===== src/design/chse_ram.sv =====
// ----------------------------------------------------------------------------
// chse_ram
// Single port synchronous RAM, registered read.
// ----------------------------------------------------------------------------
module chse_ram #(
  parameter int W     = 32,
  parameter int DEPTH = 32
) (
  input  logic                     clk,
  input  logic                     we,
  input  logic [$clog2(DEPTH)-1:0] addr,
  input  logic [W-1:0]             wdata,
  output logic [W-1:0]             rdata
);

  logic [W-1:0] mem [DEPTH];

  always_ff @(posedge clk) begin
    if (we) begin
      mem[addr] <= wdata;
    end
    rdata <= mem[addr];
  end

endmodule


===== config.mk =====
export PLATFORM = sky130hd
export DESIGN_NAME = chse_ram
export DESIGN_NICKNAME = d
export VERILOG_FILES = /design/src/design/chse_ram.sv
export SDC_FILE = /design/constraint.sdc
export NUM_CORES = 1
export LEC_CHECK = 0
export BUFFER_PORTS_ARGS = -buffer_cell sky130_fd_sc_hd__buf_2
export CAP_MARGIN = 25
export CORE_ASPECT_RATIO = 0.6
export CORE_MARGIN = 1.5
export CORE_UTILIZATION = 62
export CTS_CLUSTER_SIZE = 10
export DETAILED_ROUTE_END_ITERATION = 12
export PLACE_DENSITY = 0.79
export SYNTH_ARGS = -nofsm -noshare
export SYNTH_HDL_FRONTEND = slang
export SYNTH_SLANG_ARGS = --single-unit

===== constraint.sdc =====
create_clock -name clk -period 6.4 [get_ports clk]
set_clock_uncertainty 0.2 [all_clocks]
set_input_delay 1.28 -clock clk [delete_from_list [all_inputs] [get_ports clk]]
set_output_delay 1.28 -clock clk [all_outputs]
set_load 0.01 [all_outputs]

Word-level counts from Yosys, hierarchy flattened --
Memory sizes are Yosys's and may differ from the RTL's. A register that Yosys moved wholly into a read port is not among the register bits. Index checks and enable logic that the tools add are counted. Widths: inputs -> output; s select.
Storage, ports and cells: bits in registers 0, bits in writable memories 1024, input port bits 39, word-level logic and storage cells 3, memories kept 1
Memories:
- mem | depth 32, width 32, rd ports 1, clocked after Yosys merged registers in 1, write ports 1, RTL line 16 | logic [W-1:0] mem [DEPTH];
Cells by class: multiplexer cells 2
Operator list (number):
- $mux 1 | 2

Longest topological paths before layout --
depth after elaboration 2, gate-level depth with buffers 8, depth with buffers taken out 4

Worst setup path after synthesis --
OpenSTA, ideal clock, no wires.
path kind input port to flip-flop, start point in addr[1], end point mem mem[27][0], enable pin, setup time 461 ps, arrival 4488 ps, setup slack 1251 ps, cell stages on the path 6, path through clkbuf_1 buf_4 buf_2 buf_2 nand3_1 nor3_1
RTL lines:
- from (decl) | RTL line 11 | input logic [$clog2(DEPTH)-1:0] addr,
- to (decl) | RTL line 16
Straight into the memory's write port.

Worst setup path in the final report --
start point in addr[1], end point mem mem[7][20], enable pin
Straight into the memory's write port.

==> run_results.csv <==
group,metric,value,unit
status,status,"completed",
setup_path,path_depth,4,
setup_path,startpoint_type,"input port",
die,rows,71,
sta,finalCriticalPeriod,4.34,ns
placed_design,dp.cells,2957,
clock_network,cts_setup_buffers,0,
drt,drt-pass1-iter-count,6,
clock_network,clock_latency,0.69,ns
die,start_util,0.631,
setup_path,critical_path_arrival,4.52,ns
layout,syn2layout_area_growth,12.6,%
clock_network,clock-root-buffer,"clkbuf_16",
sta,hold_ws,0.462,ns
drt,wl,103,mm
setup_path,reg2reg_depth,4,
placed_design,hpwl,56.9,mm
drt,drc,0,
synth,synth_cell_types,23,
global_routing,grt_overflow_total,0,
global_routing,grt_use_met2,0.453,
clock_network,path_clk_slew,0.05,ns
drt,viasPerCell,6.75,
synth,syn_area,39700,µm²
layout,finalNetCount,2277,
global_routing,busiest_layer,"met1",
synth,synth-warning-count,0,
global_routing,grt.met1_usage,0.465,
placed_design,port_buffers,70,
layout,drive_above_1_share,0.132,
synth,syn_inst,2107,
setup_path,r2r_end,"rdata[14]",
setup_path,regToRegSetupSlack,4.25,ns
clock_network,cts_made_buffers,115,
global_routing,antenna_found_initial,4,
clock_network,htreeDepth,3,
layout,mostFrequentLayoutCells,"edfxtp_1, mux2i_1, o22ai_1",
sta,finalHoldViolCount,0,
sta,setup_ws,2.06,ns
setup_path,slowest_stage,"nor2_4",
setup_path,cp_slowest_stage_delay,1.15,ns
setup_path,path_max_fanout,92,
global_routing,grt.total_usage,0.317,
flow_run,cap_violations,0,
setup_path,worstPathRequired,6.58,ns
synth,synth_area_per_cell,18.9,µm²
layout,final_common_cell,"edfxtp_1",
setup_path,r2r-start,"mem[8][14]",
die,die_h,199,µm
die,die_w,330,µm
global_routing,grt_pass1_wl,145,mm
setup_path,crit_end,"mem[7][20]",
setup_path,critical_path.top_delay_family,"simple AND/OR/NAND/NOR gates",
drt,wl_per_cell,32.3,µm
setup_path,crit_type,"input port to register",
sta,fin_crit_sh,0.679,
power,p_leak,15.5,nW
die,ioPinCount,71,
clock_network,cts.sinks,1056,
sta,relSlewSlack,0.158,
sta,tightest_slew,1.26,ns
synth,syn_nets,2146,
clock_network,clk_path_buf_depth,3,
sta,setup_viol,0,
placed_design,gp_congestion,0.836,
drt,vias,21464,
sta,rsz0062_at_grt,"false",
worst_hold_path,min_path_type,"register to register",
drt,ant_nets,0,
layout,fillers,3691,
die,core,63000,µm²
setup_path,cp-startpoint,"addr[1]",
worst_hold_path,hold_depth,4,
setup_path,endpoint_kind,"register",
setup_path,critPathBufInv,2,
sta,setup_tns,0,ns
die,dieArea,65700,µm²
sta,clock.fmax,230,MHz
clock_network,cts_tree,"built",
power,powerDensity,322,nW/µm²
global_routing,grt_pass1_vias,21073,
placed_design,dp_slack,1.55,ns
layout,finalNonFillerCells,3179,
power,vdd_ir_drop_max,0.256,mV
global_routing,grt_max_degree,146,
sta,maxSlewViolCount,0,
clock_network,hold_buffers,0,
global_routing,use_met3,0.101,
drt,drt_iter0_drc,3495,
clock_network,ctsResizeCount,0,
setup_path,critical_path.cell_chain,"buf_8, nand3_1, nor2_4, buf_4",
synth,ys_ff_latch,1056,
synth,seq_area_frac_synth,0.790,
==> cell type report <==
cell class	count	area, µm²	share of cell area
tap	839	1050	0.0235
antenna	2	5.00	0.000112
clock buffer	212	3310	0.0739
multi-input combinational	925	7890	0.176
clock inverter	5	83.8	0.00187
timing repair buffer	140	1010	0.0227
sequential	1056	31400	0.702
==> worst min path at each step <==
stage | slack (ns) | from | to
global route | 0.48 | mem[29][16] | rdata[16]
finish | 0.46 | mem[13][26] | rdata[26]
CTS | 0.47 | mem[28][30] | rdata[30]
floorplan | 0.38 | mem[28][30] | rdata[30]
global placement | 0.45 | mem[13][18] | rdata[18]
detailed placement | 0.45 | mem[13][26] | rdata[26]
==> sequential cells by signal (all words and copies together), names as in the netlist <==
signal,flops
rdata,32
mem,1024
==> synthesized netlist by cell type <==
| cell | count | area [µm²] |
|---|---|---|
| edfxtp_1 | 1024 | 30700 |
| mux2i_1 | 512 | 5120 |
| o22ai_1 | 256 | 1600 |
| buf_2 | 81 | 405 |
| nor4_1 | 64 | 400 |
| nand2_1 | 34 | 128 |
| dfxtp_1 | 32 | 641 |
| nor2_1 | 29 | 109 |
| clkbuf_1 | 23 | 86.3 |
| buf_6 | 19 | 214 |
| nand4bb_1 | 6 | 67.6 |
| nand3b_1 | 4 | 30.0 |
| nand4b_1 | 4 | 35.0 |
| nor3_1 | 4 | 20.0 |
| or3b_2 | 3 | 26.3 |
| or4b_4 | 3 | 41.3 |
| buf_4 | 2 | 15.0 |
| nand3_1 | 2 | 10.0 |
| buf_1 | 1 | 3.75 |
| nand4_1 | 1 | 6.26 |
| or3_1 | 1 | 6.26 |
| or4_4 | 1 | 11.3 |
| or4b_1 | 1 | 10.0 |
==> cells by family (layout without fill, tap and decap cells) <==
family,after synthesis,in the layout,synth area share
other,0,2,0
buffers and inverters,126,357,0.0182
multiplexers,512,512,0.129
AO/OA/AOI/OAI,256,256,0.0403
flip-flops,1056,1056,0.790
AND/OR/NAND/NOR,157,157,0.0227
==> worst register-to-register path, delay by kind of cell, from the launching register on <==
family	cells	cell delay, ns
AND/OR/NAND/NOR	2	1.13
flip-flops	1	0.37
multiplexers	1	0.16
AO/OA/AOI/OAI	1	0.14
==> per-layer routing <==
| layer | wire (µm) | part of all wire | vias up |
|---|---|---|---|
| li1 | - | - | 8874 |
| met1 | 39900 | 0.39 | 10693 |
| met2 | 44700 | 0.43 | 1655 |
| met3 | 15000 | 0.15 | 238 |
| met4 | 3210 | 0.031 | 4 |
| met5 | 22 | 0.00021 | - |
==> where the power goes <==
part | internal, W | switching, W
registers | 0.00770 | 0.0000380
logic | 0.000202 | 0.000432
clock network | 0.00348 | 0.00257
total | 0.0114 | 0.00304
==> through the flow <==
stage | cell area [µm²] | util | total power [W]
after CTS | 44700 | 0.709 | 0.0144
final | 44700 | 0.710 | 0.0144
after detailed placement | 41300 | 0.655 | 0.00849
after global routing | 44700 | 0.710 | 0.0148
after global placement | 41200 | 0.655 | 0.00847
after floorplan | 39700 | - | 0.00820
Note: power is estimated with default switching activity, not from simulation.
