File: src/design/chse_pkg.sv
// ----------------------------------------------------------------------------
// chse_pkg
// Shared types, widths and constants of the closed spline evaluator.
// ----------------------------------------------------------------------------
package chse_pkg;

  localparam int MAX_POINTS = 32;
  localparam int ADDR_W     = $clog2(MAX_POINTS);
  localparam int CNT_W      = $clog2(MAX_POINTS + 1);
  localparam int VAL_W      = 52;
  localparam int DIFF_W     = 33;
  localparam int S_W        = 17;
  localparam int K_W        = 17;

  localparam logic       OP_ADD  = 1'b0;
  localparam logic       OP_EVAL = 1'b1;

  localparam logic [2:0] ST_EVAL    = 3'd0;
  localparam logic [2:0] ST_ADDED   = 3'd1;
  localparam logic [2:0] ST_FULL    = 3'd2;
  localparam logic [2:0] ST_TOO_FEW = 3'd3;
  localparam logic [2:0] ST_RANGE   = 3'd4;

  localparam logic signed [15:0] TENSION_RESET = -16'sd13107;

  typedef enum logic [1:0] {
    LIM_S = 2'd0,
    LIM_V = 2'd1,
    LIM_M = 2'd2,
    LIM_W = 2'd3
  } lim_sel_t;

  typedef struct packed {
    logic     start;
    lim_sel_t lim;
  } div_req_t;

  typedef struct packed {
    logic     start;
    logic     sh16;
    lim_sel_t lim;
  } mul_req_t;

  typedef struct packed {
    logic               op;
    logic signed [31:0] coord_x;
    logic signed [31:0] coord_y;
    logic        [31:0] time_value;
  } in_item_t;

  typedef struct packed {
    logic signed [31:0] out_x;
    logic signed [31:0] out_y;
    logic        [2:0]  status;
  } out_item_t;

  function automatic logic [VAL_W-1:0] lim_value(input lim_sel_t sel);
    logic [VAL_W-1:0] v;
    case (sel)
      LIM_S:   v = VAL_W'(1) << 16;
      LIM_V:   v = VAL_W'(1) << 46;
      LIM_M:   v = VAL_W'(1) << 40;
      LIM_W:   v = VAL_W'(1) << 50;
      default: v = VAL_W'(1) << 50;
    endcase
    return v;
  endfunction

endpackage

File: src/design/chse_div.sv
// ----------------------------------------------------------------------------
// chse_div
// Restoring divider: round(num * 2^16 / den), saturated, zero divisor gives 0.
// ----------------------------------------------------------------------------
module chse_div
  import chse_pkg::*;
(
  input  logic                    clk,
  input  logic                    rst,
  input  div_req_t                req,
  input  logic signed [DIFF_W-1:0] num,
  input  logic signed [DIFF_W-1:0] den,
  output logic                    done,
  output logic signed [VAL_W-1:0] result
);

  localparam int MAG_W = DIFF_W;
  localparam int QN_W  = MAG_W + 17;
  localparam int CW    = $clog2(QN_W);

  typedef enum logic [2:0] {
    D_IDLE = 3'b001,
    D_RUN  = 3'b010,
    D_SAT  = 3'b100
  } dstate_t;

  dstate_t          state;
  logic [CW-1:0]    cnt;
  logic [QN_W-1:0]  dq;
  logic [MAG_W-1:0] rem;
  logic [MAG_W-1:0] ud;
  logic             neg;
  logic             zero;
  lim_sel_t         lim;

  logic [MAG_W-1:0] un_in;
  logic [MAG_W-1:0] ud_in;
  logic [MAG_W:0]   trial;
  logic             ge;
  logic [MAG_W:0]   diff;
  logic [QN_W-1:0]  lim_ext;
  logic [VAL_W-1:0] qsat;

  assign un_in   = num[DIFF_W-1] ? MAG_W'(-num) : MAG_W'(num);
  assign ud_in   = den[DIFF_W-1] ? MAG_W'(-den) : MAG_W'(den);
  assign trial   = {rem, dq[QN_W-1]};
  assign ge      = trial >= {1'b0, ud};
  assign diff    = trial - {1'b0, ud};
  assign lim_ext = QN_W'(lim_value(lim));
  assign qsat    = (dq > lim_ext) ? lim_value(lim) : VAL_W'(dq);

  always_ff @(posedge clk) begin
    if (rst) begin
      state <= D_IDLE;
      done  <= 1'b0;
    end else begin
      done <= 1'b0;
      case (state)
        D_IDLE: begin
          if (req.start) begin
            dq    <= (QN_W'(un_in) << 16) + QN_W'(ud_in >> 1);
            rem   <= '0;
            ud    <= ud_in;
            zero  <= (ud_in == '0);
            neg   <= num[DIFF_W-1] ^ den[DIFF_W-1];
            lim   <= req.lim;
            cnt   <= CW'(QN_W - 1);
            state <= D_RUN;
          end
        end
        D_RUN: begin
          rem <= ge ? diff[MAG_W-1:0] : trial[MAG_W-1:0];
          dq  <= {dq[QN_W-2:0], ge};
          cnt <= cnt - 1'b1;
          if (cnt == '0) begin
            state <= D_SAT;
          end
        end
        D_SAT: begin
          if (zero) begin
            result <= '0;
          end else begin
            result <= neg ? -$signed(qsat) : $signed(qsat);
          end
          done  <= 1'b1;
          state <= D_IDLE;
        end
        default: state <= D_IDLE;
      endcase
    end
  end

endmodule

File: config.mk
export PLATFORM = sky130hd
export DESIGN_NAME = chse_div
export DESIGN_NICKNAME = d
export VERILOG_FILES = /design/src/design/chse_pkg.sv /design/src/design/chse_div.sv
export SDC_FILE = /design/constraint.sdc
export NUM_CORES = 1
export LEC_CHECK = 0
export BUFFER_PORTS_ARGS = -buffer_cell sky130_fd_sc_hd__buf_2
export CAP_MARGIN = 20
export CORE_MARGIN = 1
export CORE_UTILIZATION = 39
export DETAILED_ROUTE_END_ITERATION = 16
export PLACE_DENSITY = 0.65
export SETUP_SLACK_MARGIN = 0.1
export SYNTH_ARGS = -nofsm -noshare
export SYNTH_HDL_FRONTEND = slang
export SYNTH_SLANG_ARGS = --single-unit
File: constraint.sdc
create_clock -name clk -period 24.5 [get_ports clk]
set_clock_uncertainty 0.2 [all_clocks]
set_input_delay 4.9 -clock clk [delete_from_list [all_inputs] [get_ports clk]]
set_output_delay 4.9 -clock clk [all_outputs]
set_load 0.05 [all_outputs]
**Word level (Yosys, flattened, before mapping)**

Index checks and enable logic that the tools add are counted.

- Register bits after elaboration: 182
- Input bits: 71
- Output and inout port bits: 53
- Logic and storage cells: 52

- Add/subtract/negate cells: 6
- Order comparisons: 2
- Eq/ne operators: 8
- Mux-type cells: 16
- Bitwise logic cells: 2
- Reduce and logical (&&, ||, !) cells: 8

Operators by type and width:

| operator | number |
|---|---|
| $pmux 52 s4 | 1 |
| $mux 33 | 4 |
| $mux 52 | 2 |
| $pmux 50 s2 | 1 |
| $neg 33->33 | 2 |
| $pmux 33 s2 | 1 |
| $neg 52->52 | 1 |
| $add 49x32->50 | 1 |
| $gt 50x50->1 | 1 |
| $mux 50 | 1 |
| $ge 34x33->1 | 1 |
| $logic_not 33->1 | 1 |
| $sub 33x33->33 | 1 |
| $pmux 6 s2 | 1 |
| $logic_not 6->1 | 1 |
| $mux 3 | 2 |
| $mux 6 | 1 |
| $pmux 3 s2 | 1 |
| $reduce_and 3->1 | 2 |
| $sub 6x1->6 const B | 1 |
| $eq 2x2->1 const B | 2 |
| $ne 2x2->1 const B | 2 |
| $reduce_and 2->1 | 2 |
| $eq 3x1->1 const B | 1 |
| 8 further kinds | 8 |

**Depth between registers and ports, before layout**

- Depth after elaboration: 6
- Mapped depth: 20
- Gate-level depth less buffers: 19

**Worst setup path before layout**

Ideal clock, no wire load.

- Kind: input to register
- From: input port rst
- To: register result[0], enable pin
- Setup time: 0.611 ns
- Arrival: 10.378 ns
- Required time: 23.689 ns
- Path slack: 13.310 ns
- Stages: 1
- Path buffers: 0
- Path through: nor4b_1

- Longest elaborated chain between the ends: 2

Ends and longest elaborated chain:

| item | RTL line | source |
|---|---|---|
| start, declared | chse_div.sv:9 | `input logic rst,` |
| $not 1->1 (no source line) | n/a |  |
| $reduce_and 2->1 (no source line) | n/a |  |
| end signal, assigned | chse_div.sv:83 | `result <= neg ? -$signed(qsat) : $signed(qsat);` |
| end, declared | chse_div.sv:14 | `output logic signed [VAL_W-1:0] result` |

Every way passes these cells.
A chain may end at the register's enable or synchronous reset.

**Worst setup path after layout**

- From: input port den[0]
- To: register dq[40], data pin

- Longest elaborated chain between the ends: 5

Ends and longest elaborated chain:

| item | RTL line | source |
|---|---|---|
| start, declared | chse_div.sv:12 | `input logic signed [DIFF_W-1:0] den,` |
| $neg 33->33 | chse_div.sv:45 | `assign ud_in = den[DIFF_W-1] ? MAG_W'(-den) : MAG_W'(den);` |
| $mux 33 | chse_div.sv:45 |  |
| via ud_in[28] | chse_div.sv:37 | `logic [MAG_W-1:0] ud_in;` |
| $add 49x32->50 | chse_div.sv:61 | `dq <= (QN_W'(un_in) << 16) + QN_W'(ud_in >> 1);` |
| $mux 50 | chse_div.sv:60 | `if (req.start) begin` |
| $pmux 50 s2 | chse_div.sv:58 | `case (state)` |
| end signal, assigned | chse_div.sv:61 |  |
| end signal, assigned | chse_div.sv:73 | `dq <= {dq[QN_W-2:0], ge};` |
| end, declared | chse_div.sv:29 | `logic [QN_W-1:0] dq;` |

The timed path passes the listed nets, and every way through them passes these cells. The select of a mux whose other input is x is not followed.

==> impl_results.md <==
- Worst reg2reg startpoint: dq[49]
- Initial antenna violation count: 2
- Peak fanout along the critical path: 8
- Syn avg cell area: 9.051 um^2
- Fmax: 96.87 MHz
- Total gr overflow: 0
- Die W: 186.5 um
- WP data required: 24.49 ns
- Pleak: 5.507 nW
- R2R cell count: 13
- Final Critical Period: 10.32 ns
- Reg clk slew, reported paths: 0.07 ns
- Seq cells post-synth: 182
- Syn Inst Count: 1,467
- Core area: 33,530 um^2
- Setup Buffers After CTS: 0
- Area Growth Syn to Fin: 12.24%
- Dpl cells: 1,986
- Critical Path AT: 10.31 ns
- Register area share after synthesis: 0.4086
- CTS Buffer Depth: 2
- Starting Density: 0.3960
- Crit path capture type: register
- Hold crit path type: reg2reg
- Cts hold-fix bufs: 0
- DR pass1 iterations: 5
- RD Place Congestion: 0.9156
- Final hold viol count: 0
- Port Buffers: 123
- Crit Path Category: in2reg
- TritonCTS clock tree: yes
- Fin nets: 1,687
- WL met2: 15,360 um
- Post-synth ARST share: 0
- Largest cells by area after synthesis: edfxtp_1 40%, xnor2_1 6.0%, ha_1 5.4%
- Vias per cell: 5.678
- Setup TNS: 0 ns
- Die area: 34,790 um^2
- Crit path launch type: input pin
- # H-tree levels: 4
- Fin crit share: 0.4213
- Cts repair resizes: 0
- Post-synth EDFFs: 178
- FF-to-FF setup slack: 19.57 ns
- Detailed placer's ending HPWL: 27,130 um
- Die height: 186.5 um
- Iter 0 DRT Violations: 1,026
- Slew HR: 0.2952
- Unique cell type count in the Yosys netlist: 72
- Number of fill cells: 3,317
- Worst skew pair latency: 0.44 ns
- Placement Rows: 67
- Wire per inst: 17.94 um
- Status: finished clean
- Fin Hold WS: 0.3006 ns
- Tightest Pin Transition: 1.048 ns
- Clock root buffer: clkbuf_16
- Final-report max-slew violation count: 0
- Unrepaired setup endpoints after global routing: no
- Layout cells sized above 1: 0.1280
- Max Cap Viol: 0
- DR top layer: met5
- Cell area power density: 56.33 nW/um^2
- Vias in the first global route: 10.76k
- Post-DRT Antenna Nets: 0
- First-pass GRT wire length: 57,880 um
- Largest area contributor in the netlist: edfxtp_1
- # IOs: 124
- HP Start: state[0]
- Ys flop type: edfxtp_1
- VDD IR max: 0.04847 mV
- R2r endpoint: rem[13]
- Hold endpoint: done
- Largest net degree at the start of global routing: 78
- Clk sinks: 182
- Area of the mapped netlist: 13,280 um^2
- Synth Net Count: 1,597
- TritonCTS buffer count: 17
- Final Setup Violations: 0
- Metal-1 WL: 17,830 um
- DRC violations left: 0
- DRT Wirelength: 36,250 um
- Vias: 11.47k
- Total GRT Usage: 0.2071
- Non-filler cells, final: 2,020
- Yosys top cell area share: 0.4026
- Met3 WL: 2407 um
- Hold path depth: 1
- Syn. warnings: 0
cells in the final DEF, fill, tap and decap left out, types with 12 or more instances in the layout:
cell type,instances
edfxtp_1,178
nor2_1,172
nand2_1,130
buf_2,123
a21oi_1,117
xnor2_1,91
o21ai_0,81
inv_1,72
ha_1,57
xor2_1,43
nor3_1,41
o31ai_1,35
nand3_1,31
or4_1,28
or3_1,26
nor4_1,23
mux2i_1,21
nand2b_1,19
a31oi_1,17
a21o_1,17
clkbuf_16,17
and3_1,16
or2_2,13
buf_4,13
a211oi_1,12
Yosys cell counts, types with 23 or more instances:
library cell / instances
nand2_1: 130
nor4_1: 23
or4_1: 28
nor2_1: 174
xor2_1: 43
o31ai_1: 35
ha_1: 57
or3_1: 26
inv_1: 73
nand3_1: 31
a21oi_1: 118
edfxtp_1: 178
nor3_1: 42
o21ai_0: 81
xnor2_1: 91
clkbuf_1: 54
through the flow:
| step | worst slack [ns] | util | area [um^2] | total power, mW |
|---|---|---|---|---|
| 3_5_place_dp | 13.80 | 0.4273 | 14330 | 0.5692 |
| 6_report | 14.18 | 0.4444 | 14900 | 0.8394 |
| 3_3_place_gp | 13.99 | 0.4273 | 14330 | 0.5647 |
| 4_1_cts | 14.25 | 0.4443 | 14900 | 0.8427 |
| 5_1_grt | 13.82 | 0.4444 | 14900 | 0.8775 |
| 2_1_floorplan | 13.31 | - | 13280 | 0.5150 |
flip-flops by register name, summed over array words and instances, names as in the netlist:
register and count:
rem 33, cnt 6, state 3, dq 50, neg 1, ud 33
done 1, zero 1, result 52, lim 2
worst max-delay path: stages:
cell and delay, ns:
buf_2 0.11, inv_1 0.05, ha_1 0.15, nand2b_1 0.11, or4_1 0.62, or3b_1 0.51
or3_1 0.37, or4_1 0.57, o21ai_1 0.24, xnor2_1 0.13, ha_1 0.39, a21o_1 0.20
a211o_1 0.12, o21ai_0 0.09, a21oi_1 0.20, a211o_1 0.25, nor4b_2 0.68, o31ai_1 0.19
mux2i_1 0.15, a211o_1 0.27
worst max-delay path by stage:
stage,start,to,slack (ns),cells past startpoint
after global routing,den[0],dq[40],13.82,20
after detailed placement,den[0],dq[40],13.80,20
after floorplan,rst,result[0],13.31,1
final,den[0],dq[40],14.18,20
after CTS,den[0],dq[40],14.25,20
after global placement,den[1],dq[40],13.99,20
logic make-up (layout without fill, tap and decap cells):
logic type | after synthesis | after routing | share of synthesized area
other | 0 | 2 | 0
and+or+nand+nor | 555 | 555 | 0.2084
adders and majority gates | 59 | 59 | 0.05673
muxes | 21 | 21 | 0.01583
xor gates and xnor gates | 134 | 134 | 0.08839
buffers and inverters | 138 | 241 | 0.03939
DFF | 182 | 182 | 0.4086
AOI/OAI and AO/OA | 378 | 378 | 0.1826
area by class of cell:
| class | count | area, um^2 | share of cell area |
|---|---|---|---|
| Clock inverter | 15 | 143.9 | 0.009655 |
| Multi-Input combinational cell | 1147 | 7355 | 0.4935 |
| Antenna cell | 2 | 5.005 | 0.0003358 |
| Sequential cell | 182 | 5425 | 0.3640 |
| Clock buffer | 17 | 425.4 | 0.02855 |
| Inverter | 73 | 275.3 | 0.01847 |
| Timing Repair Buffer | 136 | 713.2 | 0.04786 |
| Tap cell | 448 | 560.5 | 0.03761 |
routing by layer:
metal / vias to the layer above / global-route usage
met5: - / 0
met4: 2 / 0.06589
met3: 44 / 0.03423
met2: 417 / 0.3053
met1: 5397 / 0.3073
li1: 5610 / -
report_power, final:
| part | switching [mW] | leakage [nW] | total [mW] | internal, mW |
|---|---|---|---|---|
| registers | 0.0148 | 1.66 | 0.378 | 0.363 |
| logic | 0.115 | 3.57 | 0.188 | 0.0732 |
| clock network | 0.131 | 0.273 | 0.274 | 0.143 |
No activity file was read; power rests on OpenSTA's default activity.
