[src/design/chse_pkg.sv]
// ----------------------------------------------------------------------------
// chse_pkg
// Shared types, widths and constants of the closed spline evaluator.
// ----------------------------------------------------------------------------
package chse_pkg;

  localparam int MAX_POINTS = 32;
  localparam int ADDR_W     = $clog2(MAX_POINTS);
  localparam int CNT_W      = $clog2(MAX_POINTS + 1);
  localparam int VAL_W      = 52;
  localparam int DIFF_W     = 33;
  localparam int S_W        = 17;
  localparam int K_W        = 17;

  localparam logic       OP_ADD  = 1'b0;
  localparam logic       OP_EVAL = 1'b1;

  localparam logic [2:0] ST_EVAL    = 3'd0;
  localparam logic [2:0] ST_ADDED   = 3'd1;
  localparam logic [2:0] ST_FULL    = 3'd2;
  localparam logic [2:0] ST_TOO_FEW = 3'd3;
  localparam logic [2:0] ST_RANGE   = 3'd4;

  localparam logic signed [15:0] TENSION_RESET = -16'sd13107;

  typedef enum logic [1:0] {
    LIM_S = 2'd0,
    LIM_V = 2'd1,
    LIM_M = 2'd2,
    LIM_W = 2'd3
  } lim_sel_t;

  typedef struct packed {
    logic     start;
    lim_sel_t lim;
  } div_req_t;

  typedef struct packed {
    logic     start;
    logic     sh16;
    lim_sel_t lim;
  } mul_req_t;

  typedef struct packed {
    logic               op;
    logic signed [31:0] coord_x;
    logic signed [31:0] coord_y;
    logic        [31:0] time_value;
  } in_item_t;

  typedef struct packed {
    logic signed [31:0] out_x;
    logic signed [31:0] out_y;
    logic        [2:0]  status;
  } out_item_t;

  function automatic logic [VAL_W-1:0] lim_value(input lim_sel_t sel);
    logic [VAL_W-1:0] v;
    case (sel)
      LIM_S:   v = VAL_W'(1) << 16;
      LIM_V:   v = VAL_W'(1) << 46;
      LIM_M:   v = VAL_W'(1) << 40;
      LIM_W:   v = VAL_W'(1) << 50;
      default: v = VAL_W'(1) << 50;
    endcase
    return v;
  endfunction

endpackage

[src/design/chse_mul.sv]
// ----------------------------------------------------------------------------
// chse_mul
// Shift-add multiplier: round(a * b / 2^sh), sh 15 or 16, saturated.
// ----------------------------------------------------------------------------
module chse_mul
  import chse_pkg::*;
(
  input  logic                    clk,
  input  logic                    rst,
  input  mul_req_t                req,
  input  logic signed [VAL_W-1:0] a,
  input  logic signed [VAL_W-1:0] b,
  output logic                    done,
  output logic signed [VAL_W-1:0] result
);

  localparam int MW = VAL_W;
  localparam int PW = 2 * MW;
  localparam int CW = $clog2(MW);

  typedef enum logic [3:0] {
    M_IDLE = 4'b0001,
    M_RUN  = 4'b0010,
    M_RND  = 4'b0100,
    M_SAT  = 4'b1000
  } mstate_t;

  mstate_t       state;
  logic [CW-1:0] cnt;
  logic [PW-1:0] prod;
  logic [MW-1:0] ma;
  logic [PW:0]   mag;
  logic          neg;
  logic          sh16;
  lim_sel_t      lim;

  logic [MW:0]      psum;
  logic [PW:0]      rsum;
  logic [VAL_W-1:0] msat;

  assign psum = {1'b0, prod[PW-1:MW]} + (prod[0] ? {1'b0, ma} : '0);
  assign rsum = {1'b0, prod} + (sh16 ? ((PW+1)'(1) << 15) : ((PW+1)'(1) << 14));
  assign msat = (mag > (PW+1)'(lim_value(lim))) ? lim_value(lim) : mag[VAL_W-1:0];

  always_ff @(posedge clk) begin
    if (rst) begin
      state <= M_IDLE;
      done  <= 1'b0;
    end else begin
      done <= 1'b0;
      case (state)
        M_IDLE: begin
          if (req.start) begin
            ma    <= a[VAL_W-1] ? MW'(-a) : MW'(a);
            prod  <= {{MW{1'b0}}, (b[VAL_W-1] ? MW'(-b) : MW'(b))};
            neg   <= a[VAL_W-1] ^ b[VAL_W-1];
            sh16  <= req.sh16;
            lim   <= req.lim;
            cnt   <= CW'(MW - 1);
            state <= M_RUN;
          end
        end
        M_RUN: begin
          prod <= {psum, prod[MW-1:1]};
          cnt  <= cnt - 1'b1;
          if (cnt == '0) begin
            state <= M_RND;
          end
        end
        M_RND: begin
          mag   <= sh16 ? (rsum >> 16) : (rsum >> 15);
          state <= M_SAT;
        end
        M_SAT: begin
          result <= neg ? -$signed(msat) : $signed(msat);
          done   <= 1'b1;
          state  <= M_IDLE;
        end
        default: state <= M_IDLE;
      endcase
    end
  end

endmodule
[config.mk]
export PLATFORM = sky130hd
export DESIGN_NAME = chse_mul
export DESIGN_NICKNAME = d
export VERILOG_FILES = /design/src/design/chse_pkg.sv /design/src/design/chse_mul.sv
export SDC_FILE = /design/constraint.sdc
export NUM_CORES = 1
export LEC_CHECK = 0
export ABC_AREA = 1
export BUFFER_PORTS_ARGS = -buffer_cell sky130_fd_sc_hd__buf_2
export CAP_MARGIN = 20
export CORE_MARGIN = 2
export CORE_UTILIZATION = 35
export CTS_BUF_LIST = sky130_fd_sc_hd__clkbuf_4
export DETAILED_ROUTE_END_ITERATION = 7
export GPL_TIMING_DRIVEN = 0
export HOLD_SLACK_MARGIN = 0.08
export PLACE_DENSITY = 0.55
export SLEW_MARGIN = 10
export SYNTH_ARGS = -nofsm -noshare
export SYNTH_HDL_FRONTEND = slang
export SYNTH_SLANG_ARGS = --single-unit
[constraint.sdc]
create_clock -name clk -period 7.8 [get_ports clk]
set_clock_uncertainty 0.05 [all_clocks]
set_input_delay 0.78 -clock clk [delete_from_list [all_inputs] [get_ports clk]]
set_output_delay 0.78 -clock clk [all_outputs]
set_load 0.05 [all_outputs]
# ---- After elaboration in Yosys (flattened, before gate mapping)
# Index checks and enable logic that the tools add are counted.
dict set report classes {
  add_sub_neg 6
  n_reduce_logical 8
  mux 16
  eq_ne 9
  magnitude_cmp 1
  n_bitwise 2
}
# operator n
set op_table {}
lappend op_table {{$mux 52} 4}
lappend op_table {{$pmux 104 s2} 1}
lappend op_table {{$pmux 52 s4} 1}
lappend op_table {{$neg 52->52} 3}
lappend op_table {{$add 104x16->105} 1}
lappend op_table {{$gt 105x52->1} 1}
lappend op_table {{$mux 104} 1}
lappend op_table {{$mux 89} 1}
lappend op_table {{$add 52x52->53} 1}
lappend op_table {{$mux 51} 1}
lappend op_table {{$mux 16} 1}
lappend op_table {{$pmux 4 s3} 1}
lappend op_table {{$pmux 6 s2} 1}
lappend op_table {{$mux 4} 2}
lappend op_table {{$logic_not 6->1} 1}
lappend op_table {{$mux 6} 1}
lappend op_table {{$reduce_and 2->1} 3}
lappend op_table {{$reduce_and 3->1} 2}
lappend op_table {{$sub 6x1->6 const B} 1}
lappend op_table {{$eq 2x2->1 const B} 2}
lappend op_table {{$eq 4x1->1 const B} 1}
lappend op_table {{$eq 4x2->1 const B} 1}
lappend op_table {{$eq 4x3->1 const B} 1}
lappend op_table {{$eq 4x4->1 const B} 1}
lappend op_table {{7 further kinds} 8}
dict set report word_totals {
  regBits 328
  elab_cells 54
}

# ---- Longest topological paths before layout
# Gate-level depths: netlist (run 1).
dict set report depth {
  word_depth 6
  ltp_mapped 24
}

# ---- Least setup slack after synthesis (run 1)
# OpenSTA, ideal clock, no wires.
dict set report synth_path {
  path_type {register to register}
  from {register state[2]}
  to {register cnt[0], enable pin}
  path_buffers 1
  path_slack_ns 0.510
  synth_period_minus_slack_ns 7.290
  arrival_ns 6.623
  stages_incl_launch_ff 7
  path_cell_list {dfxtp_1 > nor2_1 > inv_1 > nor3_1 > inv_1 > clkbuf_1 > a21oi_1}
}
dict set report synth_via {
  elab_chain_len 3
  word_cells_on_any_way 5
  classes_between {eq/ne (3); reduce/logical (2)}
}
# item line_no
set synth_lines {}
lappend synth_lines {{start, declared} chse_mul.sv:28} ;# mstate_t state;
lappend synth_lines {{start signal, assigned} chse_mul.sv:47} ;# state <= M_IDLE;
lappend synth_lines {{start signal, assigned} chse_mul.sv:60} ;# state <= M_RUN;
lappend synth_lines {{start signal, assigned} chse_mul.sv:67} ;# state <= M_RND;
lappend synth_lines {{$eq 4x1->1 / $eq 4x2->1 (equally long branches)} chse_mul.sv:51} ;# case (state)
lappend synth_lines {{$ne 2x2->1 (no source line) / $reduce_bool 2->1 (equally long branches)} n/a}
lappend synth_lines {{$reduce_and 3->1 (no source line) (*)} n/a}
lappend synth_lines {{end signal, assigned} chse_mul.sv:59} ;# cnt <= CW'(MW - 1);
lappend synth_lines {{end signal, assigned} chse_mul.sv:65} ;# cnt <= cnt - 1'b1;
lappend synth_lines {{end, declared} chse_mul.sv:29} ;# logic [CW-1:0] cnt;
# Mark *: on every way between the ends. The rest lies on a longest branch, timed or not.
# A chain may end at the register's enable or synchronous reset.

# ---- Final worst setup path (run 1)
dict set report layout_path {
  from {register prod[0]}
  to {register prod[95] (data pin)}
}
dict set report layout_via {
  elab_chain_len 3
}
# item line_no
set layout_lines {}
lappend layout_lines {{start, declared} chse_mul.sv:30} ;# logic [PW-1:0] prod;
lappend layout_lines {{start signal, assigned} chse_mul.sv:55} ;# prod <= {{MW{1'b0}}, (b[VAL_W-1] ? MW'(-b) : MW'(b))};
lappend layout_lines {{start signal, assigned} chse_mul.sv:64} ;# prod <= {psum, prod[MW-1:1]};
lappend layout_lines {{$mux 52} chse_mul.sv:41} ;# assign psum = {1'b0, prod[PW-1:MW]} + (prod[0] ? {1'b0, ma} : '0);
lappend layout_lines {{$add 52x52->53} chse_mul.sv:41}
lappend layout_lines {{$pmux 104 s2} chse_mul.sv:51}
# Every way passes these cells.

==> results by stage, run 1 <==
Timing:
- The final hold violation count was 0.
- The number of slew-limit violations in the final report is 0.
- Setup violations remaining at the end of the flow were counted as 0.
- The time the final worst path needs with I/O delays and setup is ~4.5 ns.
- Setup repair after global routing left no endpoint under its margin.
- For the pin with the worst max-slew slack, the measured transition is between 0.9 and 1 ns.
- The slack of the critical path is roughly 3.3 ns.
- The relative slew slack is a little over a third.
- The worst path uses between 50% and 60% of the clock period.
- The highest clock frequency the design can meet is between 0.2 and 0.25 GHz.
- The worst hold slack is between 0.15 and 0.2 ns.

Power and ir drop:
- In this run the power spent charging and discharging nets is ~1.3 mW.
- The switching part of the total power is between 20 and 30%.
- The proportion of power drawn by combinational gates is between 10% and 20%.
- Across the VDD grid, the largest voltage drop is just over 0.09 mV.
- Per report_power, the clock group accounts for between 30% and 40% of the total.
- Cell internal power was estimated by the tool at ~3.0 mW.
- The leakage power is approximately 11 nW.
- Sequential cells account for a little under half of the total power.
- The total power divided by cell area is ~160 nW/µm².

Clock network:
- In this run the clock root is driven by a clkbuf_4.
- For the worst-skew pair, the clock arrives at the later sink with an insertion delay of 0.86 ns.
- The number of sinks handled by clock tree synthesis is ~310.
- In this run the deepest clock path goes through 3 buffers.
- The clock edge transition at the registers on the reported setup and hold paths is around 0.06 ns.
- Clock tree synthesis inserted a total of 87 buffers.
- TritonCTS built the clock tree.
- Post-CTS repair changed the size of 0 cells.
- The CTS H-tree depth is 3.

Yosys:
- Synthesis produced about 3,100 cells.
- The post-synthesis cell type count is 63.
- The number of warnings reported in the yosys synthesis log is 0.
- Summing every instance area after synthesis gives about 23,000 µm².
- The number of nets produced by synthesis is approximately 3,300.
- Among all flip-flop cells after synthesis, the most frequent one is edfxtp_1.
- Dividing the synthesized area by the synthesized cell count gives between 7 and 8 µm².
- Synthesis inferred roughly 310 register bits.
- The number of enable flip-flop cells after synthesis is roughly 310.
- The sequential-to-total area share from yosys stat is a little over 40%.
- In the synthesized netlist the async set-or-reset flop fraction comes to 0%.

Flow run:
- The count of max-cap constraint violations is 0.

GRT:
- Entering global routing, the biggest net connects 33 pins.
- The overall fraction of global-route tracks in use is about a fifth.
- The via count of the first global-routing pass was just over 20,000.
- The number of antenna violations at the first check in global routing is 1.
- The final global-route overflow total is 0.
- The first-pass GRT wire length is around 110,000 µm.

Critical path:
- The count of buffer and inverter cells on the critical path is 6.
- Walking the worst path, the cells encountered are clkbuf_1 > clkbuf_1 > nand2_1 > inv_1 > ha_1 > inv_1 > fa_1 > inv_1 > nand3_1 > nand2_1 > a21boi_0 > o21bai_1 > a21oi_1 > o21ai_0 > inv_1 > nor2_1 > nor2_1 > o21ai_0 > nand2_1 > nand2_1 > nor2_1.
- For this design, the slowest cell found on the critical path is o21ai_0.
- The type of element launching the critical path is a flip-flop.
- The largest delay contributor family on the critical path is compound AO/OA/AOI/OAI gates.
- In this design, the stage delay of the slowest critical-path cell is 0.45 ns.
- The worst endpoint data arrival time is between 5 and 6 ns.
- The worst setup path is captured at a flip-flop.
- The worst setup path is of the flip-flop to flip-flop kind.
- The endpoint required time on the critical path is between 8 and 9 ns.
- The highest fanout seen on the critical path is 10.

Placed design:
- Summing all placed instances gives a cell area of ~25,000 µm².
- Summed over all nets, the half-perimeter wirelength after detailed placement is ~60,000 µm.
- Input and output buffers added on the ports amount to about 160.
- Timing analysis after detailed placement gives a worst setup slack of 3.21 ns.
- In this run, placement finished with an instance count of between 4,000 and 5,000.
- The final estimated routing congestion in global placement is 0.936.

Final layout:
- The number of cells in the finished layout apart from fillers is between 4,000 and 5,000.
- The cell area after layout is about 27,000 µm².
- The most common cell after layout, fill and taps aside is nand2_1.
- The share of final-layout standard cells stronger than drive strength 1 is a little under an eighth.
- The net total in the final layout is ~3,500.
- Leaving out fill and tap cells, the most frequent cells in the layout are nand2_1 (737), inv_1 (413), nor2_1 (397).
- The area growth from synthesis to layout is 14.7%.
- Measured on the finished design, the core utilization comes to approximately two fifths.

Routing:
- The number of iterations in the first detailed-routing pass is 6.
- The final route contains 21,300 vias.
- The ratio of routed vias to standard cells is just under 5.
- For this run, design rule violations remaining after detail routing come to 0.
- The average wire length per cell after detail routing is 16.9 µm.
- The final wirelength is roughly 73,000 µm.
- The detailed router finished its first iteration with roughly 1,500 violations.
- Once detail routing completed, the nets flagged for antenna violations numbered 0.

Die:
- Once the floorplan was initialized, standard cells occupied a little over a third of the core.
- The initialized floorplan defines 94 standard-cell rows.
- The floorplan die area is between 60,000 and 70,000 µm².
- The die is between 200 and 300 µm tall.
- The die is between 200 and 300 µm wide.
- The core region is ~66,000 µm².
- The I/O pin count is around 160.

Run status:
- The run finished with clean final reports.

Worst hold path:
- The path category of the worst min-delay check is input pin to flip-flop.
## final timing paths
check                              start       end  slack, ns  cells past startpoint
worst min-delay path                a[0]     ma[0]       0.15                      1
worst max-delay path             prod[0]  prod[95]       3.28                     21
worst max register to register   prod[0]  prod[95]       3.28                     21
worst min register to register  state[3]      done       0.45                      2
## worst register-to-register path: cells and delay by family (launching register included)
| family | cells | cell delay (ns) |
|---|---|---|
| AOI/OAI and AO/OA | 5 | 1.43 |
| DFF | 1 | 0.32 |
| adders and majority gates | 2 | 0.62 |
| and+or+nand+nor | 8 | 0.69 |
| buffers and inverters | 6 | 1.17 |
## metrics by stage
stage          setup TNS [ns]  total power, mW
2_1_floorplan               0             2.46
3_3_place_gp          -475.70             2.70
3_5_place_dp                0             2.70
4_1_cts                     0             4.35
5_1_grt                     0             4.52
6_report                    0             4.29
## metal layers
metal  wire length (µm)  track usage (%)  share of wire, %
met5                  0                0                 0
met4               1730             7.26               2.4
met3               3660             2.74               5.0
met2              33900             35.4                47
met1              33500             28.3                46
## cells by family (layout without fill, tap and decap cells)
group                      after synthesis  in the layout  synth area share, %
other                                    0              1                    0
and+or+nand+nor                       1542           1542                 29.0
AOI/OAI and AO/OA                      487            487                 11.5
xor gates and xnor gates               200            200                 7.54
muxes                                    1              1               0.0431
buffers and inverters                  488            827                 8.15
adders and majority gates               64             64                 3.51
DFF                                    313            313                 40.2
## power by group through the flow
stage	logic [mW]	registers [mW]	clock network [mW]
after floorplan	0.447	2.01	0
after global placement	0.664	2.04	0
after detailed placement	0.682	2.02	0
after CTS	0.686	1.99	1.67
after global routing	0.775	1.99	1.75
final	0.689	1.99	1.62
## timing repair
action,4_1_cts,5_1_grt
hold buffers,3,0
buffers inserted,0,0
hold endpoints to repair,3,0
## cells in the mapped netlist, drive strengths merged, types with 2 or more instances
master  instances  area (µm²)
a21boi          2        15.0
buf            15         119
xnor2          60         526
nand2         751        2860
o41ai           7        68.8
or2            13        81.3
ha             62         776
xor2          140        1230
a41oi           2        17.5
fa              2        40.0
o21bai          9        67.6
o21a           17         128
nand4          71         465
nor3          106         603
inv           419        1570
nor2          414        1620
and2            2        12.5
nor3b           3        22.5
a21o            4        30.0
o21ai         255        1300
nand3         130         681
a221oi          2        17.5
o211ai          3        22.5
a31oi          16         100
a21oi         150         754
edfxtp        308        9250
clkbuf         54         203
and3            2        12.5
nand3b         16         133
o31ai          14         105
nor4           31         215
dfxtp           5         100
## state kept, by name (all words and copies together), names as in the netlist
signal,cells
prod,104
ma,52
lim,2
state,4
neg,1
done,1
sh16,1
result,52
cnt,6
mag,90
## area by class of cell
type / count / area, µm²
inverters: 419 / 1570
repair buffers: 183 / 1110
flip-flops and latches: 313 / 9350
plain buffers: 69 / 322
well taps: 864 / 1080
multi-input cells: 2294 / 12000
diodes: 1 / 2.50
fillers: 6906 / 39100
clock inverters: 37 / 294
clock buffers: 119 / 893
Note: power is estimated with default switching activity, not from simulation.
==> run 2: changes to the inputs <==
--- a/config.mk
+++ b/config.mk
@@ -5,7 +5,7 @@
 export SDC_FILE = /design/constraint.sdc
 export NUM_CORES = 1
 export LEC_CHECK = 0
-export ABC_AREA = 1
+export ABC_AREA = 0
 export BUFFER_PORTS_ARGS = -buffer_cell sky130_fd_sc_hd__buf_2
 export CAP_MARGIN = 20
 export CORE_MARGIN = 2
@@ -14,7 +14,7 @@
 export DETAILED_ROUTE_END_ITERATION = 7
 export GPL_TIMING_DRIVEN = 0
 export HOLD_SLACK_MARGIN = 0.08
-export PLACE_DENSITY = 0.55
+export PLACE_DENSITY = 0.53
 export SLEW_MARGIN = 10
 export SYNTH_ARGS = -nofsm -noshare
 export SYNTH_HDL_FRONTEND = slang
==> constraint.sdc (replaced) <==
create_clock -name clk -period 4.4 [get_ports clk]
set_clock_uncertainty 0.05 [all_clocks]
set_input_delay 0.44 -clock clk [delete_from_list [all_inputs] [get_ports clk]]
set_output_delay 0.44 -clock clk [all_outputs]
set_load 0.05 [all_outputs]
==> results by stage, run 2 <==
Clock network:
- The TritonCTS clock tree is built.
- Buffers inserted during clock tree synthesis total between 80 and 90.
- The number of sinks handled by clock tree synthesis is around 310.
- Clock-pin slew was measured on the worst setup and hold paths at ~0.06 ns.
- The CTS H-tree depth is 3.
- The library cell used as clock root buffer is clkbuf_4.
- The maximum number of buffers from clock root to sink is 3.
- At the later pin of the worst-skew pair, clock insertion delay measures approximately 0.83 ns.

Timing:
- The slack of the critical path is -0.0257 ns.
- Setup violations remaining at the end of the flow were counted as 1.
- Setup repair after global routing could not meet its margin everywhere.
- Timing would allow up to between 0.2 and 0.25 GHz.
- The number of slew-limit violations in the final report was 0.
- The final-layout setup total negative slack is -0.0257 ns.
- The time the final worst path needs with I/O delays and setup is roughly 4.4 ns.
- For the pin with the worst max-slew slack, the measured transition is about 1.0 ns.
- The worst hold slack is between 0.2 and 0.3 ns.
- The worst pin sits at a relative slew slack of between 30% and 40%.
- The final hold violation count was 0.
- The share of the clock period used by the worst path after layout is 101%.

GRT:
- The first-pass GRT wire length is ~110,000 µm.
- The via count of the first global-routing pass is 19,500.
- For this run, the total global-route usage over all layers was measured as 22.2%.
- The final global-route overflow total is 0.
- The number of antenna violations at the first check in global routing is 1.
- The largest net degree at the start of global routing is 48.

Yosys:
- Counting flops with an async set or reset pin after synthesis yields a share of 0%.
- The most common cell in the synthesized netlist is edfxtp_1.
- The netlist area before placement is roughly 22,000 µm².
- The number of flip-flops and latches in the synthesized netlist is between 300 and 400.
- In the synthesized netlist, the cells that appear most often are edfxtp_1 (308), nand2_1 (261), nor2_1 (216).
- Yosys attributes the largest share of cell area to edfxtp_1 (43%), nand2_1 (4.5%), xor2_1 (4.4%).
- After synthesis, the netlist uses 84 different library cells.
- The number of warnings reported in the yosys synthesis log is 0.
- The sequential-to-total area share from yosys stat is between 40% and 50%.
- The share of synthesized area in the top cell type comes to a little over two fifths.
- The average instance in the mapped netlist occupies slightly above 9 µm².
- The predominant post-synthesis flop cell is edfxtp_1.
- The cell count after synthesis came out at ~2,300.
- The biggest area consumer among synthesized cells is edfxtp_1.
- The number of enable flip-flop cells after synthesis is 308.
- The number of nets handed over by synthesis was approximately 2,500.

Final layout:
- Leaving out fill and tap cells, the most frequent cells in the layout are edfxtp_1 (308), nand2_1 (257), nor2_1 (210).
- Once layout is complete, the cells apart from fillers number around 3,600.
- Ranked by flip-flop count, first place goes to prod.
- The register with the most flip-flops in the layout has between 100 and 150 of them.
- Leaving out fill and tap cells, the most frequent cell in the layout is edfxtp_1.
- The cell area after layout is 27,000 µm².
- Compared with the post-synthesis result, the final layout area differs by 25.3%.
- The count of filler cells inserted in the layout is roughly 5,900.
- The largest registers in the layout are prod: 104 flops, mag: 90 flops.
- The share of final-layout standard cells stronger than drive strength 1 is between 15 and 20%.
- The net total in the final layout is just under 3,000.
- The final design utilization is between 40% and 50%.

Worst hold path:
- The startpoint identified for the worst hold timing path is b[51].
- The cell depth of the worst hold path is 4.
- The min-delay analysis places its worst path in the category input pin to flip-flop.

Critical path:
- The critical path runs through a total of 21 cells.
- The worst endpoint data arrival time is between 4 and 5 ns.
- The startpoint of the most critical setup path is mag[37].
- The cell with the biggest individual delay on the critical path is or4_1.
- The worst setup path is of the flip-flop to flip-flop kind.
- The most numerous cell type found on the critical path is buf_4.
- The cell count of the worst reg-to-reg path is 21.
- The element type at the critical path end is a flip-flop.
- The highest fanout seen on the critical path is 6.
- In this run the critical register-to-register path is launched from mag[37].
- The endpoint required time on the critical path is slightly below 5 ns.
- Walking the worst path, the cells encountered are or4_1 > or3_4 > nand4bb_4 > nor4b_2 > o31a_1 > clkbuf_16 > clkbuf_16 > nand2_4 > ha_4 > nand3_4 > buf_4 > buf_4 > buf_4 > buf_4 > buf_4 > buf_4 > buf_4 > buf_4 > a22o_1 > nand2_1 > xnor2_2.
- The kind of cell with the highest combined delay along the critical path is simple AND/OR/NAND/NOR gates.
- The critical path contains buffers and inverters numbering 10 combined.
- The type of element launching the critical path is a flip-flop.
- The longest individual stage delay on the worst path is 0.60 ns.

Power and ir drop:
- The switching part of the total power is 27.5%.
- The analysis attributes to cell leakage a power of 9.69 nW.
- In this run, flip-flops and latches consume between 40 and 50% of the power.
- The worst vdd rail ir drop is around 0.14 mV.
- Per report_power, the combinational group accounts for between 10% and 20% of the total.
- The total power divided by cell area is 277 nW/µm².
- The proportion of power drawn by the clock network is 37.5%.
- The power after layout is 7.48 mW.
- The switching power total is ~2.1 mW.
- Cell internal power was estimated by the tool at between 5 and 6 mW.

Placed design:
- The post-placement cell count is around 3,300.
- Routability-driven placement finished with a final weighted congestion of between 0.9 and 1.
- Buffers placed on the I/O ports in this run total 160.
- The placed instances occupy a cell area of 23,800 µm².
- The setup slack after placement is -1.76 ns.
- The HPWL reported at the end of detailed placement is 54,300 µm.

Flow run:
- Across the run, the number of max-cap violations was 0.

Die:
- In this run the core area contains 91 standard-cell rows.
- The I/O pin count is 163.
- The area inside the core boundary is just over 60,000 µm².
- The floorplan step set the die height to ~250 µm.
- The die covers around 64,000 µm².
- The die is approximately 250 µm wide.
- For this configuration, the core starts out at a cell density of 35.1%.

Routing:
- The number of vias after detailed routing is between 20,000 and 25,000.
- The average wire length per cell after detail routing is a little under 20 µm.
- The number of DRC markers after the initial detailed-route iteration is approximately 1,800.
- The number of iterations in the first detailed-routing pass is 7.
- The final wirelength is just over 70,000 µm.
- In the routed layout, each cell is associated on average with a via count of roughly 5.6.
- The number of design rule violations left after detail routing is 0.
- Once detail routing completed, the nets flagged for antenna violations numbered 0.

Run status:
- The run finished, with violations left.
- The checks that failed: setup timing.
==> run 2: changes by cell type in the layout (fill, tap and decap cells not counted), sizes merged, moves of 36 or more <==
cell / before / now
clkbuf: 173 / 209
xnor2: 60 / 101
nand3: 130 / 60
buf: 195 / 245
nand2: 751 / 262
nor2: 414 / 218
and2: 2 / 78
nor3: 106 / 69
inv: 422 / 40
dlygate4sd3: 3 / 139
nand4: 71 / 35
o21ai: 255 / 165
==> run 2: final cells by class <==
class / instances / area, µm² / area share [%]
Antenna cell: 1 / 2.50 / 0.00926
Multi-Input combinational cell: 1856 / 12100 / 44.6
Buffer: 114 / 524 / 1.94
Inverter: 38 / 145 / 0.537
Clock inverter: 39 / 303 / 1.12
Tap cell: 790 / 988 / 3.66
Clock buffer: 115 / 863 / 3.19
Sequential cell: 313 / 9350 / 34.6
Timing Repair Buffer: 364 / 2800 / 10.4
==> run 2: power by group through the flow <==
stage                     combinational (mW)  clock (mW)  sequential (mW)
after detailed placement                1.02           0             3.56
after CTS                               1.15        2.90             3.49
after global placement                 0.996           0             3.56
after floorplan                        0.681           0             3.52
final                                   1.18        2.80             3.49
after global routing                    1.29        3.06             3.50
==> run 2: path summary, 6_finish.rpt <==
kind / to / slack [ns]
min: prod[20] / 0.26
min reg2reg: prod[4] / 0.49
max reg2reg: result[16] / -0.03
max: result[16] / -0.03
==> run 2: what timing repair did <==
item	4_1_cts	5_1_grt
pin swaps	12	22
endpoints found under the hold margin	123	0
gates cloned	0	1
resized for setup	50	35
endpoints found under the setup margin	105	60
hold buffers	139	0
buffers inserted	32	19
==> run 2: cell families (layout without fill, tap and decap cells) <==
family	after synthesis	count (layout)	share of synthesized area (%)
simple gates	907	908	20.7
xor+xnor	209	209	8.49
other cells	0	1	0
mux	37	37	1.75
buf+inv	163	670	2.89
fa+ha+maj	64	64	3.78
flops	313	313	43.3
compound gates	638	638	19.0
==> run 2: worst register-to-register path, stage by stage (launching register included) <==
cell and delay, ns:
edfxtp_1 0.45, or4_1 0.60, or3_4 0.41, nand4bb_4 0.31, nor4b_2 0.36, o31a_1 0.25
clkbuf_16 0.18, clkbuf_16 0.13, nand2_4 0.05, ha_4 0.18, nand3_4 0.07, buf_4 0.11
buf_4 0.09, buf_4 0.10, buf_4 0.10, buf_4 0.10, buf_4 0.10, buf_4 0.09
buf_4 0.09, a22o_1 0.11, nand2_1 0.08, xnor2_2 0.19
==> run 2: metal layers <==
layer | up-vias | part of all wire (%) | GRT usage, %
met5 | - | 0 | 0
met4 | 0 | 3.3 | 9.65
met3 | 151 | 6.0 | 3.39
met2 | 772 | 46 | 35.6
met1 | 9655 | 45 | 29.6
li1 | 9702 | - | -
==> run 3: changes to the inputs <==
--- a/config.mk
+++ b/config.mk
@@ -8,11 +8,10 @@
 export ABC_AREA = 0
 export BUFFER_PORTS_ARGS = -buffer_cell sky130_fd_sc_hd__buf_2
 export CAP_MARGIN = 20
-export CORE_MARGIN = 2
 export CORE_UTILIZATION = 35
 export CTS_BUF_LIST = sky130_fd_sc_hd__clkbuf_4
 export DETAILED_ROUTE_END_ITERATION = 7
-export GPL_TIMING_DRIVEN = 0
+export GPL_TIMING_DRIVEN = 1
 export HOLD_SLACK_MARGIN = 0.08
 export PLACE_DENSITY = 0.53
 export SLEW_MARGIN = 10
==> constraint.sdc (replaced) <==
create_clock -name clk -period 4.4 [get_ports clk]
set_clock_uncertainty 0.05 [all_clocks]
set_input_delay 0.22 -clock clk [delete_from_list [all_inputs] [get_ports clk]]
set_output_delay 0.22 -clock clk [all_outputs]
set_load 0.05 [all_outputs]
==> results by stage, run 3 (same netlist as run 2, synthesis figures left out) <==
Timing:
- At the pin with the least slew margin, the transition time is between 0.8 and 0.9 ns.
- The number of slew-limit violations in the final report is 0.
- After layout, the worst setup slack is ~0.14 ns.
- The share of the clock period used by the worst path after layout is a little over nine tenths.
- The smallest clock period supported by the final layout is computed as roughly 4.3 ns.
- Measured against its own limit, the worst slew margin works out to roughly 41%.
- The highest clock frequency the design can meet is 0.235 GHz.
- The final hold violation count is 0.
- Setup violations remaining at the end of the flow were counted as 0.

Clock network:
- No sink is reached through more buffers than the 3 on the longest clock path.
- The clock edge transition at the registers on the reported setup and hold paths is 0.06 ns.
- The TritonCTS clock tree is built.
- The clock latency reported for the late side of the worst-skew pair is 0.83 ns.
- The clock buffer count from CTS is between 80 and 90.
- The number of setup buffers added after CTS is 0.
- The library cell used as clock root buffer is clkbuf_4.
- The H-tree was split into 3 levels.
- Counting every sink on the clock net gives roughly 310.

Power and ir drop:
- The design draws ~7.3 mW.
- The worst vdd rail ir drop is approximately 0.12 mV.
- For this design the static power due to leakage is around 9.4 nW.
- The total power divided by cell area is about 280 nW/µm².

Final layout:
- The area growth from synthesis to layout is 22.7%.
- Summing all flip-flop and latch instances after layout gives ~9300 µm².
- In the final layout, the registers with the most flip-flops are prod: 104 flops, mag: 90 flops.
- Summing all multi-input logic gate instances after layout gives roughly 12,000 µm².
- The number of flip-flops in the largest register is approximately 100.
- Counting flops per register, the top entry is prod.
- The final design utilization is between 40 and 50%.
- The post-route netlist has around 15% of its cells at a drive strength greater than 1.
- The library cell used most frequently in the layout, excluding fill and tap cells, is edfxtp_1.
- The net total in the final layout is between 2,000 and 3,000.
- In the layout the commonest cells are edfxtp_1 (308), nand2_1 (258), nor2_1 (216).
- After filler insertion, the fill cell instance count of the layout stands at a little under 6,000.

Placed design:
- The setup slack after placement is around 0.24 ns.
- Buffers placed on the I/O ports in this run total 162.
- The HPWL reported at the end of detailed placement is ~44,000 µm.
- The congestion estimate from routability-driven global placement came to 0.899.

Critical path:
- The endpoint required time on the critical path is 4.92 ns.
- The type of element launching the critical path is an input pin.
- The worst setup path is captured at a flip-flop.
- The highest fanout seen on the critical path is 6.
- The classification of the worst setup path is input pin to flip-flop.
- At the worst endpoint, the arrival time is 4.78 ns.

Routing:
- The routed design has around 60,000 µm of wire.
- The number of DRC markers after the initial detailed-route iteration is about 1,700.
- The average wire length per cell after detail routing is approximately 17 µm.
- Before antenna repair, the detailed router went through 6 iterations.
- Using the TritonRoute via totals, the vias-per-cell ratio works out to roughly 5.4.
- After detailed routing, the number of remaining DRC violations is 0.
- The number of antenna-violating nets in the routed design is 0.
- The number of vias after detailed routing is ~19,000.

Worst hold path:
- The worst hold path belongs to the class input pin to flip-flop.

Run status:
- The run finished with clean final reports.

Die:
- Once the floorplan was initialized, standard cells occupied 35.6% of the core.
- From bottom edge to top edge, the die measures between 200 and 300 µm.
- The floorplan has 90 rows.
- From left edge to right edge, the die measures 250 µm.
- The floorplan step defined a die boundary enclosing 62,600 µm².
- The area inside the core boundary is ~60,000 µm².
- During I/O placement, the number of pins put on the boundary was 163.

GRT:
- The overall fraction of global-route tracks in use is roughly a fifth.
- Global routing finished with a remaining overflow of 0.
- The via count of the first global-routing pass is about 18,000.
- The first global-routing pass estimated approximately 96,000 µm of wire.
- Entering global routing, the biggest net connects 186 pins.
- The number of antenna violations at the first check in global routing is 7.

Flow run:
- Across the run, the number of max-cap violations was 0.
run 3: path summary, 6_finish.rpt:
check           from         end  slack [ns]  depth (start not counted)
min           req[2]        sh16        0.17                          2
min reg2reg  prod[9]     prod[8]        0.49                          2
max            a[15]      ma[49]        0.14                         13
max reg2reg   lim[0]  result[48]        0.29                         18
run 3: where the power goes:
| group | total [mW] | leakage [nW] | internal, mW | switching [mW] |
|---|---|---|---|---|
| combinational | 1.13 | 5.88 | 0.531 | 0.595 |
| sequential | 3.51 | 2.91 | 3.40 | 0.113 |
| clock | 2.65 | 0.659 | 1.38 | 1.27 |
| total | 7.29 | 9.45 | 5.31 | 1.98 |
run 3: final cells by class:
type	instances	area share (%)
Antenna cell	6	0.0567
Sequential cell	313	35.3
Inverter	38	0.539
Tap cell	782	3.70
Clock buffer	119	3.38
Multi-Input combinational cell	1855	44.6
Clock inverter	35	0.794
Timing Repair Buffer	397	11.7
run 3: layer usage:
metal	track usage, %	wire length (µm)
met5	0	0
met4	7.24	1500
met3	3.06	3330
met2	28.5	26200
met1	27.2	29500
run 3: what timing repair did:
| action | 4_1_cts | 5_1_grt |
|---|---|---|
| endpoints found under the hold margin | 191 | 0 |
| resized for setup | 0 | 7 |
| endpoints found under the setup margin | 0 | 15 |
| hold buffers | 188 | 0 |
run 3: worst max-delay path, stage by stage:
cell and delay, ns:
dlygate4sd3_1 0.53, buf_2 0.14, or4_4 0.53, nor2_2 0.11, and4b_4 0.27, nand2_4 0.08
or4_4 0.51, or4_4 0.44, or3_4 0.40, or4_4 0.51, o41ai_2 0.35, xnor2_1 0.10
dlygate4sd3_1 0.56
run 3: through the flow:
step | instance area [µm²] | hold WS (ns) | instances | setup TNS, ns
3_5_place_dp | 23400 | 0.392 | 3197 | 0
3_3_place_gp | 23400 | 0.400 | 3197 | 0
6_report | 26500 | 0.175 | 3545 | 0
2_1_floorplan | 21800 | 0.247 | 2331 | -0.0328
5_1_grt | 26500 | 0.142 | 3545 | -0.0148
4_1_cts | 26400 | 0.116 | 3539 | 0
